[src/hw/rtl/skpl_pkg.sv]
// Shared types, constants and the control store for the stereo soft-knee limiter.
// Used by skpl_cfg_regs, skpl_sequencer, skpl_datapath and the top level.
// Depends on nothing else.
package skpl_pkg;

  // Sample width and derived datapath widths.
  localparam int SAMPLE_BITS = 24;
  localparam int MUL_A_W     = ((SAMPLE_BITS > 24) ? SAMPLE_BITS : 24) + 1;
  localparam int MUL_B_W     = 25;
  localparam int PROD_W      = MUL_A_W + MUL_B_W;

  // Q1.23 constants.
  localparam logic [23:0] UNITY    = 24'h800000;
  localparam logic [23:0] HALF_LSB = 24'h400000;

  // Restoring divider: one quotient bit per step.
  localparam int DIV_STEPS = 23;
  localparam int LCNT_W    = $clog2(DIV_STEPS);

  // Register file addressing.
  localparam int ADDR_W = 5;
  localparam logic [2:0] REG_CEILING   = 3'd0;
  localparam logic [2:0] REG_KNEE_LOW  = 3'd1;
  localparam logic [2:0] REG_KNEE_HIGH = 3'd2;
  localparam logic [2:0] REG_SPAN_RCP  = 3'd3;
  localparam logic [2:0] REG_END_GAIN  = 3'd4;
  localparam logic [2:0] REG_RELEASE   = 3'd5;
  localparam logic [2:0] REG_SMOOTH    = 3'd6;

  // Request payloads.
  typedef struct packed {
    logic signed [SAMPLE_BITS-1:0] left_sample;
    logic signed [SAMPLE_BITS-1:0] right_sample;
    logic                          block_end_in;
  } sample_t;

  typedef struct packed {
    logic signed [SAMPLE_BITS-1:0] left_limited;
    logic signed [SAMPLE_BITS-1:0] right_limited;
    logic [23:0]                   applied_gain;
    logic                          block_end_out;
  } result_t;

  // Configuration register set.
  typedef struct packed {
    logic [23:0] ceiling_level;
    logic [23:0] knee_low_level;
    logic [23:0] knee_high_level;
    logic [23:0] knee_span_recip;
    logic [23:0] knee_end_gain;
    logic [23:0] decay_coeff;
    logic [23:0] smooth_coeff;
  } cfg_t;

  // Datapath operations, one per control word.
  typedef enum logic [4:0] {
    OP_NOP,
    OP_LOAD,
    OP_MUL_REL,
    OP_ENV_UPD,
    OP_TG_UNITY,
    OP_DIV_INIT,
    OP_DIV_STEP,
    OP_DIV_DONE,
    OP_MUL_T,
    OP_T_SAT,
    OP_MUL_TT,
    OP_T2,
    OP_MUL_DROP,
    OP_TG_KNEE,
    OP_MUL_SMOOTH,
    OP_GAIN_UPD,
    OP_MUL_L,
    OP_SCALE_L,
    OP_MUL_R,
    OP_SCALE_R,
    OP_EMIT
  } op_t;

  // Jump conditions.
  typedef enum logic [2:0] {
    COND_NONE,
    COND_ALWAYS,
    COND_NO_REQ,
    COND_ENV_LOW,
    COND_IN_KNEE,
    COND_DIV_MORE,
    COND_OUT_HOLD
  } cond_t;

  // Step counter and step addresses.
  localparam int UPC_W = 5;
  localparam logic [UPC_W-1:0] S_IDLE     = 5'd0;
  localparam logic [UPC_W-1:0] S_REL      = 5'd1;
  localparam logic [UPC_W-1:0] S_ENV      = 5'd2;
  localparam logic [UPC_W-1:0] S_LOW      = 5'd3;
  localparam logic [UPC_W-1:0] S_DIV_INIT = 5'd4;
  localparam logic [UPC_W-1:0] S_DIV      = 5'd5;
  localparam logic [UPC_W-1:0] S_DIV_DONE = 5'd6;
  localparam logic [UPC_W-1:0] S_KNEE     = 5'd7;
  localparam logic [UPC_W-1:0] S_T_SAT    = 5'd8;
  localparam logic [UPC_W-1:0] S_TT       = 5'd9;
  localparam logic [UPC_W-1:0] S_T2       = 5'd10;
  localparam logic [UPC_W-1:0] S_DROP     = 5'd11;
  localparam logic [UPC_W-1:0] S_TG_KNEE  = 5'd12;
  localparam logic [UPC_W-1:0] S_SMOOTH   = 5'd13;
  localparam logic [UPC_W-1:0] S_GAIN     = 5'd14;
  localparam logic [UPC_W-1:0] S_MUL_L    = 5'd15;
  localparam logic [UPC_W-1:0] S_SCALE_L  = 5'd16;
  localparam logic [UPC_W-1:0] S_MUL_R    = 5'd17;
  localparam logic [UPC_W-1:0] S_SCALE_R  = 5'd18;
  localparam logic [UPC_W-1:0] S_EMIT     = 5'd19;
  localparam logic [UPC_W-1:0] S_RET      = 5'd20;

  typedef struct packed {
    op_t              op;
    cond_t            cond;
    logic [UPC_W-1:0] target;
  } uword_t;

  // Status flags from the datapath to the sequencer.
  typedef struct packed {
    logic req;
    logic env_low;
    logic in_knee;
    logic div_more;
    logic out_hold;
  } seq_status_t;

  // Clamp a Q1.23 value to unity.
  function automatic logic [23:0] sat24(input logic [23:0] v);
    return (v > UNITY) ? UNITY : v;
  endfunction

  // Control store: the whole per-request program.
  function automatic uword_t ucode_word(input logic [UPC_W-1:0] upc);
    uword_t w;
    case (upc)
      S_IDLE:     w = '{OP_LOAD,       COND_NO_REQ,   S_IDLE};
      S_REL:      w = '{OP_MUL_REL,    COND_NONE,     S_IDLE};
      S_ENV:      w = '{OP_ENV_UPD,    COND_NONE,     S_IDLE};
      S_LOW:      w = '{OP_TG_UNITY,   COND_ENV_LOW,  S_SMOOTH};
      S_DIV_INIT: w = '{OP_DIV_INIT,   COND_IN_KNEE,  S_KNEE};
      S_DIV:      w = '{OP_DIV_STEP,   COND_DIV_MORE, S_DIV};
      S_DIV_DONE: w = '{OP_DIV_DONE,   COND_ALWAYS,   S_SMOOTH};
      S_KNEE:     w = '{OP_MUL_T,      COND_NONE,     S_IDLE};
      S_T_SAT:    w = '{OP_T_SAT,      COND_NONE,     S_IDLE};
      S_TT:       w = '{OP_MUL_TT,     COND_NONE,     S_IDLE};
      S_T2:       w = '{OP_T2,         COND_NONE,     S_IDLE};
      S_DROP:     w = '{OP_MUL_DROP,   COND_NONE,     S_IDLE};
      S_TG_KNEE:  w = '{OP_TG_KNEE,    COND_NONE,     S_IDLE};
      S_SMOOTH:   w = '{OP_MUL_SMOOTH, COND_NONE,     S_IDLE};
      S_GAIN:     w = '{OP_GAIN_UPD,   COND_NONE,     S_IDLE};
      S_MUL_L:    w = '{OP_MUL_L,      COND_NONE,     S_IDLE};
      S_SCALE_L:  w = '{OP_SCALE_L,    COND_NONE,     S_IDLE};
      S_MUL_R:    w = '{OP_MUL_R,      COND_NONE,     S_IDLE};
      S_SCALE_R:  w = '{OP_SCALE_R,    COND_NONE,     S_IDLE};
      S_EMIT:     w = '{OP_EMIT,       COND_OUT_HOLD, S_EMIT};
      S_RET:      w = '{OP_NOP,        COND_ALWAYS,   S_IDLE};
      default:    w = '{OP_NOP,        COND_ALWAYS,   S_IDLE};
    endcase
    return w;
  endfunction

endpackage

[src/hw/rtl/skpl_cfg_regs.sv]
// APB-style register file holding the limiter settings.
// Depends on skpl_pkg for the register indexes and the cfg_t bundle.
module skpl_cfg_regs (
  input  logic                        clk,
  input  logic                        rst,
  input  logic                        psel,
  input  logic                        penable,
  input  logic                        pwrite,
  input  logic [skpl_pkg::ADDR_W-1:0] paddr,
  input  logic [31:0]                 pwdata,
  output logic [31:0]                 prdata,
  output logic                        pready,
  output skpl_pkg::cfg_t              cfg
);
  import skpl_pkg::*;

  logic [2:0] idx;
  logic       wr_en;

  assign idx    = paddr[ADDR_W-1:2];
  assign wr_en  = psel && penable && pwrite;
  assign pready = 1'b1;

  // Register writes; reset loads the default settings.
  always_ff @(posedge clk) begin
    if (rst) begin
      cfg.ceiling_level   <= 24'd6290573;
      cfg.knee_low_level  <= 24'd5292851;
      cfg.knee_high_level <= 24'd7476319;
      cfg.knee_span_recip <= 24'd251777;
      cfg.knee_end_gain   <= 24'd7058083;
      cfg.decay_coeff     <= 24'd8371152;
      cfg.smooth_coeff    <= 24'd8353729;
    end else if (wr_en) begin
      case (idx)
        REG_CEILING:   cfg.ceiling_level   <= pwdata[23:0];
        REG_KNEE_LOW:  cfg.knee_low_level  <= pwdata[23:0];
        REG_KNEE_HIGH: cfg.knee_high_level <= pwdata[23:0];
        REG_SPAN_RCP:  cfg.knee_span_recip <= pwdata[23:0];
        REG_END_GAIN:  cfg.knee_end_gain   <= pwdata[23:0];
        REG_RELEASE:   cfg.decay_coeff     <= pwdata[23:0];
        REG_SMOOTH:    cfg.smooth_coeff    <= pwdata[23:0];
        default: ;
      endcase
    end
  end

  // Read mux; unused addresses read as zero.
  always_comb begin
    case (idx)
      REG_CEILING:   prdata = {8'd0, cfg.ceiling_level};
      REG_KNEE_LOW:  prdata = {8'd0, cfg.knee_low_level};
      REG_KNEE_HIGH: prdata = {8'd0, cfg.knee_high_level};
      REG_SPAN_RCP:  prdata = {8'd0, cfg.knee_span_recip};
      REG_END_GAIN:  prdata = {8'd0, cfg.knee_end_gain};
      REG_RELEASE:   prdata = {8'd0, cfg.decay_coeff};
      REG_SMOOTH:    prdata = {8'd0, cfg.smooth_coeff};
      default:       prdata = 32'd0;
    endcase
  end

endmodule

[src/hw/rtl/skpl_sequencer.sv]
// Step counter and control store lookup for the limiter program.
// Depends on skpl_pkg for the control word, conditions and step addresses.
module skpl_sequencer (
  input  logic                  clk,
  input  logic                  rst,
  input  skpl_pkg::seq_status_t status,
  output skpl_pkg::uword_t      ctrl
);
  import skpl_pkg::*;

  logic [UPC_W-1:0] upc;
  logic [UPC_W-1:0] upc_next;
  logic             take;

  assign ctrl = ucode_word(upc);

  // Evaluate the jump condition of the current step.
  always_comb begin
    case (ctrl.cond)
      COND_NONE:     take = 1'b0;
      COND_ALWAYS:   take = 1'b1;
      COND_NO_REQ:   take = !status.req;
      COND_ENV_LOW:  take = status.env_low;
      COND_IN_KNEE:  take = status.in_knee;
      COND_DIV_MORE: take = status.div_more;
      COND_OUT_HOLD: take = status.out_hold;
      default:       take = 1'b0;
    endcase
  end

  assign upc_next = take ? ctrl.target : upc + UPC_W'(1);

  // Step counter.
  always_ff @(posedge clk) begin
    if (rst) begin
      upc <= S_IDLE;
    end else begin
      upc <= upc_next;
    end
  end

  // The program stays in its entry step until a request arrives.
  a_idle_waits: assert property (@(posedge clk) disable iff (rst)
    (upc == S_IDLE && !status.req) |=> upc == S_IDLE)
    else $error("sequencer left idle without a request");

  // The counter never runs past the last step of the program.
  a_upc_range: assert property (@(posedge clk) disable iff (rst)
    upc <= S_RET)
    else $error("step counter out of program range");

endmodule

[src/hw/rtl/skpl_datapath.sv]
// Limiter datapath: envelope and gain state, one shared multiplier, a restoring
// divider step and the result register. Driven by control words from
// skpl_sequencer; depends on skpl_pkg.
module skpl_datapath (
  input  logic                  clk,
  input  logic                  rst,
  input  skpl_pkg::uword_t      ctrl,
  input  skpl_pkg::cfg_t        cfg,
  input  logic                  sample_valid,
  input  skpl_pkg::sample_t     sample,
  output logic                  result_valid,
  input  logic                  result_stall,
  output skpl_pkg::result_t     result,
  output skpl_pkg::seq_status_t status
);
  import skpl_pkg::*;

  // Request registers.
  logic signed [SAMPLE_BITS-1:0] samp_l;
  logic signed [SAMPLE_BITS-1:0] samp_r;
  logic                          blk;
  logic [23:0]                   pk;

  // Persistent state and working registers.
  logic [23:0]             env;
  logic [23:0]             gain;
  logic [23:0]             tg;
  logic [23:0]             tmp;
  logic [23:0]             rem;
  logic [22:0]             quot;
  logic [LCNT_W-1:0]       lcnt;
  logic signed [PROD_W-1:0] acc;
  logic signed [SAMPLE_BITS-1:0] lout;
  logic signed [SAMPLE_BITS-1:0] rout;

  // Peak of the incoming pair, scaled to Q1.23.
  logic [SAMPLE_BITS-1:0]  mag_l;
  logic [SAMPLE_BITS-1:0]  mag_r;
  logic [SAMPLE_BITS-1:0]  mag_max;
  logic [SAMPLE_BITS+23:0] mag_wide;
  logic [23:0]             pk_in;

  assign mag_l    = sample.left_sample[SAMPLE_BITS-1] ?
                    (~$unsigned(sample.left_sample) + 1'b1) : $unsigned(sample.left_sample);
  assign mag_r    = sample.right_sample[SAMPLE_BITS-1] ?
                    (~$unsigned(sample.right_sample) + 1'b1) : $unsigned(sample.right_sample);
  assign mag_max  = (mag_l > mag_r) ? mag_l : mag_r;
  assign mag_wide = {mag_max, 24'd0} >> SAMPLE_BITS;
  assign pk_in    = mag_wide[23:0];

  // Shared multiplier operand selection.
  logic signed [MUL_A_W-1:0] mul_a;
  logic signed [MUL_B_W-1:0] mul_b;
  logic                      mul_en;
  logic [23:0]               gain_diff;

  assign gain_diff = (tg >= gain) ? (tg - gain) : (gain - tg);

  always_comb begin
    mul_a  = '0;
    mul_b  = '0;
    mul_en = 1'b1;
    case (ctrl.op)
      OP_MUL_REL: begin
        mul_a = signed'(MUL_A_W'(UNITY - sat24(cfg.decay_coeff)));
        mul_b = signed'(MUL_B_W'(env - pk));
      end
      OP_MUL_T: begin
        mul_a = signed'(MUL_A_W'(env - cfg.knee_low_level));
        mul_b = signed'(MUL_B_W'(cfg.knee_span_recip));
      end
      OP_MUL_TT: begin
        mul_a = signed'(MUL_A_W'(tmp));
        mul_b = signed'(MUL_B_W'(tmp));
      end
      OP_MUL_DROP: begin
        mul_a = signed'(MUL_A_W'(UNITY - sat24(cfg.knee_end_gain)));
        mul_b = signed'(MUL_B_W'(tmp));
      end
      OP_MUL_SMOOTH: begin
        mul_a = signed'(MUL_A_W'(UNITY - sat24(cfg.smooth_coeff)));
        mul_b = signed'(MUL_B_W'(gain_diff));
      end
      OP_MUL_L: begin
        mul_a = MUL_A_W'(samp_l);
        mul_b = signed'(MUL_B_W'(gain));
      end
      OP_MUL_R: begin
        mul_a = MUL_A_W'(samp_r);
        mul_b = signed'(MUL_B_W'(gain));
      end
      default: mul_en = 1'b0;
    endcase
  end

  // Rounded and saturated views of the product register.
  logic [PROD_W-1:0] rnd;
  logic [23:0]       rnd_q23;
  logic [31:0]       t_raw;
  logic [23:0]       t_sat;

  assign rnd     = $unsigned(acc) + PROD_W'(HALF_LSB);
  assign rnd_q23 = rnd[46:23];
  assign t_raw   = acc[47:16];
  assign t_sat   = (t_raw > 32'(UNITY)) ? UNITY : t_raw[23:0];

  // Divider step: shift the partial remainder and subtract when it fits.
  logic [24:0] rem_sh;
  logic        q_bit;

  assign rem_sh = {rem, 1'b0};
  assign q_bit  = (rem_sh >= {1'b0, env});

  // Gain update, rounded move toward the target.
  logic [24:0] gain_up;
  logic [23:0] gain_new;

  assign gain_up  = {1'b0, gain} + {1'b0, rnd_q23};
  assign gain_new = (tg >= gain) ?
                    ((gain_up > {1'b0, UNITY}) ? UNITY : gain_up[23:0]) :
                    (gain - rnd_q23);

  // Status for the sequencer.
  logic out_hold;

  assign out_hold        = result_valid && result_stall;
  assign status.req      = sample_valid;
  assign status.env_low  = (env <= cfg.knee_low_level);
  assign status.in_knee  = (env < cfg.knee_high_level);
  assign status.div_more = (lcnt != LCNT_W'(DIV_STEPS - 1));
  assign status.out_hold = out_hold;

  // Product register.
  always_ff @(posedge clk) begin
    if (mul_en) begin
      acc <= mul_a * mul_b;
    end
  end

  // State with reset values: envelope, kept gain and the result flag.
  always_ff @(posedge clk) begin
    if (rst) begin
      env          <= 24'd0;
      gain         <= UNITY;
      result_valid <= 1'b0;
    end else begin
      if (ctrl.op == OP_ENV_UPD) begin
        env <= (pk > env) ? pk : (env - rnd_q23);
      end
      if (ctrl.op == OP_GAIN_UPD) begin
        gain <= gain_new;
      end
      if (ctrl.op == OP_EMIT && !out_hold) begin
        result_valid <= 1'b1;
      end else if (result_valid && !result_stall) begin
        result_valid <= 1'b0;
      end
    end
  end

  // Working registers and payload.
  always_ff @(posedge clk) begin
    case (ctrl.op)
      OP_LOAD: begin
        if (sample_valid) begin
          samp_l <= sample.left_sample;
          samp_r <= sample.right_sample;
          blk    <= sample.block_end_in;
          pk     <= pk_in;
        end
      end
      OP_TG_UNITY: tg <= UNITY;
      OP_DIV_INIT: begin
        rem  <= cfg.ceiling_level;
        quot <= '0;
        lcnt <= '0;
      end
      OP_DIV_STEP: begin
        rem  <= q_bit ? 24'(rem_sh - {1'b0, env}) : rem_sh[23:0];
        quot <= {quot[21:0], q_bit};
        lcnt <= lcnt + LCNT_W'(1);
      end
      OP_DIV_DONE: tg <= (cfg.ceiling_level >= env) ? UNITY : {1'b0, quot};
      OP_T_SAT:    tmp <= t_sat;
      OP_T2:       tmp <= rnd_q23;
      OP_TG_KNEE:  tg <= UNITY - rnd_q23;
      OP_SCALE_L:  lout <= signed'(rnd[SAMPLE_BITS+22:23]);
      OP_SCALE_R:  rout <= signed'(rnd[SAMPLE_BITS+22:23]);
      OP_EMIT: begin
        if (!out_hold) begin
          result.left_limited  <= lout;
          result.right_limited <= rout;
          result.applied_gain  <= gain;
          result.block_end_out <= blk;
        end
      end
      default: ;
    endcase
  end

  // The kept gain and the envelope never leave the Q1.23 unit range.
  a_gain_range: assert property (@(posedge clk) disable iff (rst)
    (gain <= UNITY) && (env <= UNITY))
    else $error("gain or envelope above unity");

  // An emitted result carries the gain that was in force at the emit step.
  a_emit_gain: assert property (@(posedge clk) disable iff (rst)
    (ctrl.op == OP_EMIT && !out_hold) |=>
      (result_valid && result.applied_gain == $past(gain)))
    else $error("emitted result lost or carries wrong gain");

endmodule

[src/hw/rtl/stereo_soft_knee_peak_limiter_top.sv]
// A request takes the short path below the knee, the knee path in the knee, and
// the 23-step restoring divider in the hard region.
// A new request is taken only once the program has emitted the previous result.
// The result register holds one finished result while the next request is taken.
// Reset (rst, synchronous): envelope zero, gain unity, settings to defaults.
// Depends on skpl_pkg, skpl_cfg_regs, skpl_sequencer and skpl_datapath.
module stereo_soft_knee_peak_limiter_top (
  input  logic                        clk,
  input  logic                        rst,
  input  logic                        sample_valid,
  output logic                        sample_stall,
  input  skpl_pkg::sample_t           sample,
  output logic                        result_valid,
  input  logic                        result_stall,
  output skpl_pkg::result_t           result,
  input  logic                        psel,
  input  logic                        penable,
  input  logic                        pwrite,
  input  logic [skpl_pkg::ADDR_W-1:0] paddr,
  input  logic [31:0]                 pwdata,
  output logic [31:0]                 prdata,
  output logic                        pready
);
  import skpl_pkg::*;

  cfg_t        cfg;
  uword_t      ctrl;
  seq_status_t status;

  // Requests are taken only in the program's entry step.
  assign sample_stall = (ctrl.op != OP_LOAD);

  skpl_cfg_regs u_cfg (
    .clk     (clk),
    .rst     (rst),
    .psel    (psel),
    .penable (penable),
    .pwrite  (pwrite),
    .paddr   (paddr),
    .pwdata  (pwdata),
    .prdata  (prdata),
    .pready  (pready),
    .cfg     (cfg)
  );

  skpl_sequencer u_seq (
    .clk    (clk),
    .rst    (rst),
    .status (status),
    .ctrl   (ctrl)
  );

  skpl_datapath u_dp (
    .clk          (clk),
    .rst          (rst),
    .ctrl         (ctrl),
    .cfg          (cfg),
    .sample_valid (sample_valid),
    .sample       (sample),
    .result_valid (result_valid),
    .result_stall (result_stall),
    .result       (result),
    .status       (status)
  );

endmodule
[config.mk]
export PLATFORM = sky130hd
export DESIGN_NAME = stereo_soft_knee_peak_limiter_top
export DESIGN_NICKNAME = d
export VERILOG_FILES = /design/src/hw/rtl/skpl_pkg.sv /design/src/hw/rtl/skpl_cfg_regs.sv /design/src/hw/rtl/skpl_sequencer.sv /design/src/hw/rtl/skpl_datapath.sv /design/src/hw/rtl/stereo_soft_knee_peak_limiter_top.sv
export SDC_FILE = /design/constraint.sdc
export NUM_CORES = 2
export LEC_CHECK = 0
export ABC_AREA = 1
export BUFFER_PORTS_ARGS = -buffer_cell sky130_fd_sc_hd__buf_4
export CAP_MARGIN = 20
export CORE_AREA = 5 5 515 415
export CTS_CLUSTER_DIAMETER = 30
export CTS_CLUSTER_SIZE = 16
export DETAILED_ROUTE_END_ITERATION = 12
export DIE_AREA = 0 0 520 420
export SYNTH_ARGS = -nofsm -noshare
export SYNTH_HDL_FRONTEND = slang
export SYNTH_HIERARCHICAL = 1
export SYNTH_SLANG_ARGS = --single-unit
[constraint.sdc]
create_clock -name clk -period 18.45 [get_ports clk]
set_input_delay 0.9225 -clock clk [delete_from_list [all_inputs] [get_ports clk]]
set_output_delay 0.9225 -clock clk [all_outputs]
set_load 0.05 [all_outputs]
==> out/results.tsv <==
metric	value	unit
Critical path buffers and inverters	11	
startpoint types	register	
first-pass GRT wire length	363	mm
CTS Hold Buffers Added	0	
synth top area cells	fa_1 21%, edfxtp_1 16%, nand2_1 10%, inv_1 9.7%, ha_1 8.2%	
total core area	208000	um^2
number of synthesis warnings	6	
Max Slew Vio Count	0	
commonest non-fill, non-tap cell in the layout	nand2_1	
Hold Violations, Final	0	
most frequent cells in the layout	1722 x nand2_1, 1600 x inv_1, 901 x nor2_1	
Synth cell types	67	
slowest stage cell, crit path	fa_1	
setup TNS	0	ns
routability congestion estimate	0.966	
ys flop type	edfxtp_1	
row cnt	150	
syn_area_per_cell	7.55	um^2
DR vias/cell	5.13	
DP HPWL	198	mm
clock latency on the worst-skew pair	0.75	ns
Synth area leader	fa_1	
die area	218000	um^2
total track usage	22.2	%
Fin Hold WS	0.398	ns
ys async rst share	0	%
Antenna Nets Post-Route	0	
Tcrit/Tclk final	71.0	%
Post-synth EDFFs	326	
area of the mapped netlist	62000	um^2
# DRC	0	
Hold WC Path Type	reg2reg	
initial core utilization	29.8	%
post-DR wirelength/cell	22.3	um
CP max FO	52	
Leakage	0.0340	uW
Num CTS Buffers	98	
post-synthesis sequential area ratio	23.4	%
H-tree depth reported by CTS	3	
clock power share	24.4	%
share of the synthesized area in the top cell type	20.9	%
synthesis-to-finish area growth	12.6	%
# IOs	201	
unrepaired setup endpoints after global routing	no	
worst setup path class	reg2reg	
Slew @ Worst Pin	1.13	ns
CTS sink cnt	561	
internal power	3810	uW
headroom to the max-slew limit	24.3	%
switching power	3950	uW
final setup vio count	0	
Buffers on Ports	181	
status	complete, no violations	
worst setup margin	5.35	ns
layout cells sized above 1	7.52	%
Post-CTS Setup Inserts	0	
drt total wl	248	mm
crit-path most repeated cell	inv_1	
CP top delay family	adder cells	
fmax	0.0763	GHz
PostCTS Resize Cnt	0	
global route overflow	0	
Setup crit end kind	register	
fin nets	9458	
fillers	22000	
CTS Buffer Depth	3	
Flop pwr share	23.1	%
Sw Share	50.9	%
max cap viols	0	
antenna violations before repair	12	
CP max stage delay	0.75	ns
drt first pass iters	6	
Post-Synthesis Cells	8217	
CTS tree	done	
CTS clk-pin slew, worst paths	0.07	ns
largest net degree at the start of global routing	91	
Critical Path AT	13.48	ns
vias	57100	
register bit total from synthesis	561	
DP Worst Slack	5.43	ns
DR iter-0 viols	6839	
Die Y	420	um
Clock Skews	0.0705	ns
Comb power frac	52.5	%
PD cells	111	nW/um^2
clk root buf	clkbuf_16	
vias in the first global route	55300	
min Tclk post-route	13.10	ns
Critical Path RT	18.83	ns
worst vdd ir	0.0769	mV
Die Width	520	um
synth_stat cells, types with 4 or more instances:
cell type and instances:
nand2_1 1722, inv_1 1601, nor2_1 907, fa_1 647
a21oi_1 429, nand3_1 428, ha_1 408, o21ai_0 355
edfxtp_1 326, dfxtp_1 235, clkbuf_1 164, nand4_1 137
xor2_1 123, buf_2 79, nor3_1 71, xnor2_1 50
o22ai_1 41, inv_2 36, a31oi_1 32, a211oi_1 30
or2_2 30, buf_4 29, o211ai_1 29, a21o_1 25
buf_1 23, o21bai_1 22, nor4_1 20, nor2_2 17
o21a_1 17, nand2_2 15, a221oi_1 14, o21ai_1 13
a21oi_2 12, o221ai_1 12, o31ai_1 12, nand3_2 11
clkinv_1 10, nor2_4 9, o2111ai_1 7, nand3_4 6
mux2i_1 5, a22o_1 4, a22oi_1 4, buf_6 4
through the flow:
step | cell area (um^2) | total power (uW) | util (%) | std cells
floorplan | 62100 | 4180 | - | 8224
finish | 69900 | 7760 | 33.6 | 11100
CTS | 69800 | 7670 | 33.6 | 11100
detailed placement | 66300 | 5740 | 31.9 | 10900
global placement | 66300 | 5720 | 31.9 | 10900
global route | 69900 | 8180 | 33.6 | 11100
area by class of cell:
class / count / area (um^2) / share of cell area (%)
diodes: 2 / 5.00 / 0.00716
clock buffers: 107 / 2550 / 3.65
clock inverters: 78 / 967 / 1.38
inverters: 1648 / 6190 / 8.86
multi-input cells: 5716 / 40100 / 57.4
flip-flops and latches: 561 / 14500 / 20.7
well taps: 2736 / 3420 / 4.90
repair buffers: 285 / 2150 / 3.08
metal layers:
layer | vias up | routed length (um) | GRT usage, %
met5 | - | 0 | 0
met4 | 0 | 8610 | 6.98
met3 | 397 | 31100 | 7.11
met2 | 2913 | 97600 | 30.9
met1 | 27800 | 111000 | 32.2
li1 | 26000 | - | -
final timing paths:
| kind | startpoint | to | slack (ns) | cells past startpoint |
|---|---|---|---|---|
| min | u_dp/lout[1] | u_dp/result[50] | 0.40 | 0 |
| min reg2reg | u_dp/lout[1] | u_dp/result[50] | 0.40 | 0 |
| max | u_dp/gain[1] | u_dp/acc[47] | 5.35 | 39 |
| max reg2reg | u_dp/gain[1] | u_dp/acc[47] | 5.35 | 39 |
cells by family after synthesis:
logic type | Yosys count | synth area share [%]
buffers and inverters | 1947 | 12.2
xor gates and xnor gates | 173 | 2.44
adders and majority gates | 1055 | 29.1
AOI/OAI and AO/OA | 1076 | 9.80
and+or+nand+nor | 3397 | 23.0
DFF | 561 | 23.4
muxes | 6 | 0.0988
other | 2 | 0.0121
state kept, by name (all words and copies together) (netlist names):
register and flops:
u_dp/quot 23, u_dp/result_valid 1, u_dp/blk 1, u_dp/lout 24, u_cfg/cfg 168, u_dp/rout 24
u_dp/pk 24, u_dp/tg 24, u_dp/rem 24, u_dp/samp_r 24, u_dp/tmp 24, u_seq/ctrl 13
u_dp/acc 32, u_dp/samp_l 24, u_seq/upc 5, u_dp/gain 24, u_dp/lcnt 5, u_dp/env 24
u_dp/result 73
power by group through the flow:
stage / logic, uW / registers, uW / clock network [uW]
6_report: 4080 / 1790 / 1890
5_1_grt: 4410 / 1790 / 1980
4_1_cts: 3970 / 1780 / 1920
3_5_place_dp: 3940 / 1800 / 0
3_3_place_gp: 3920 / 1800 / 0
2_1_floorplan: 2470 / 1710 / 0
No activity file was read; power rests on OpenSTA's default activity.
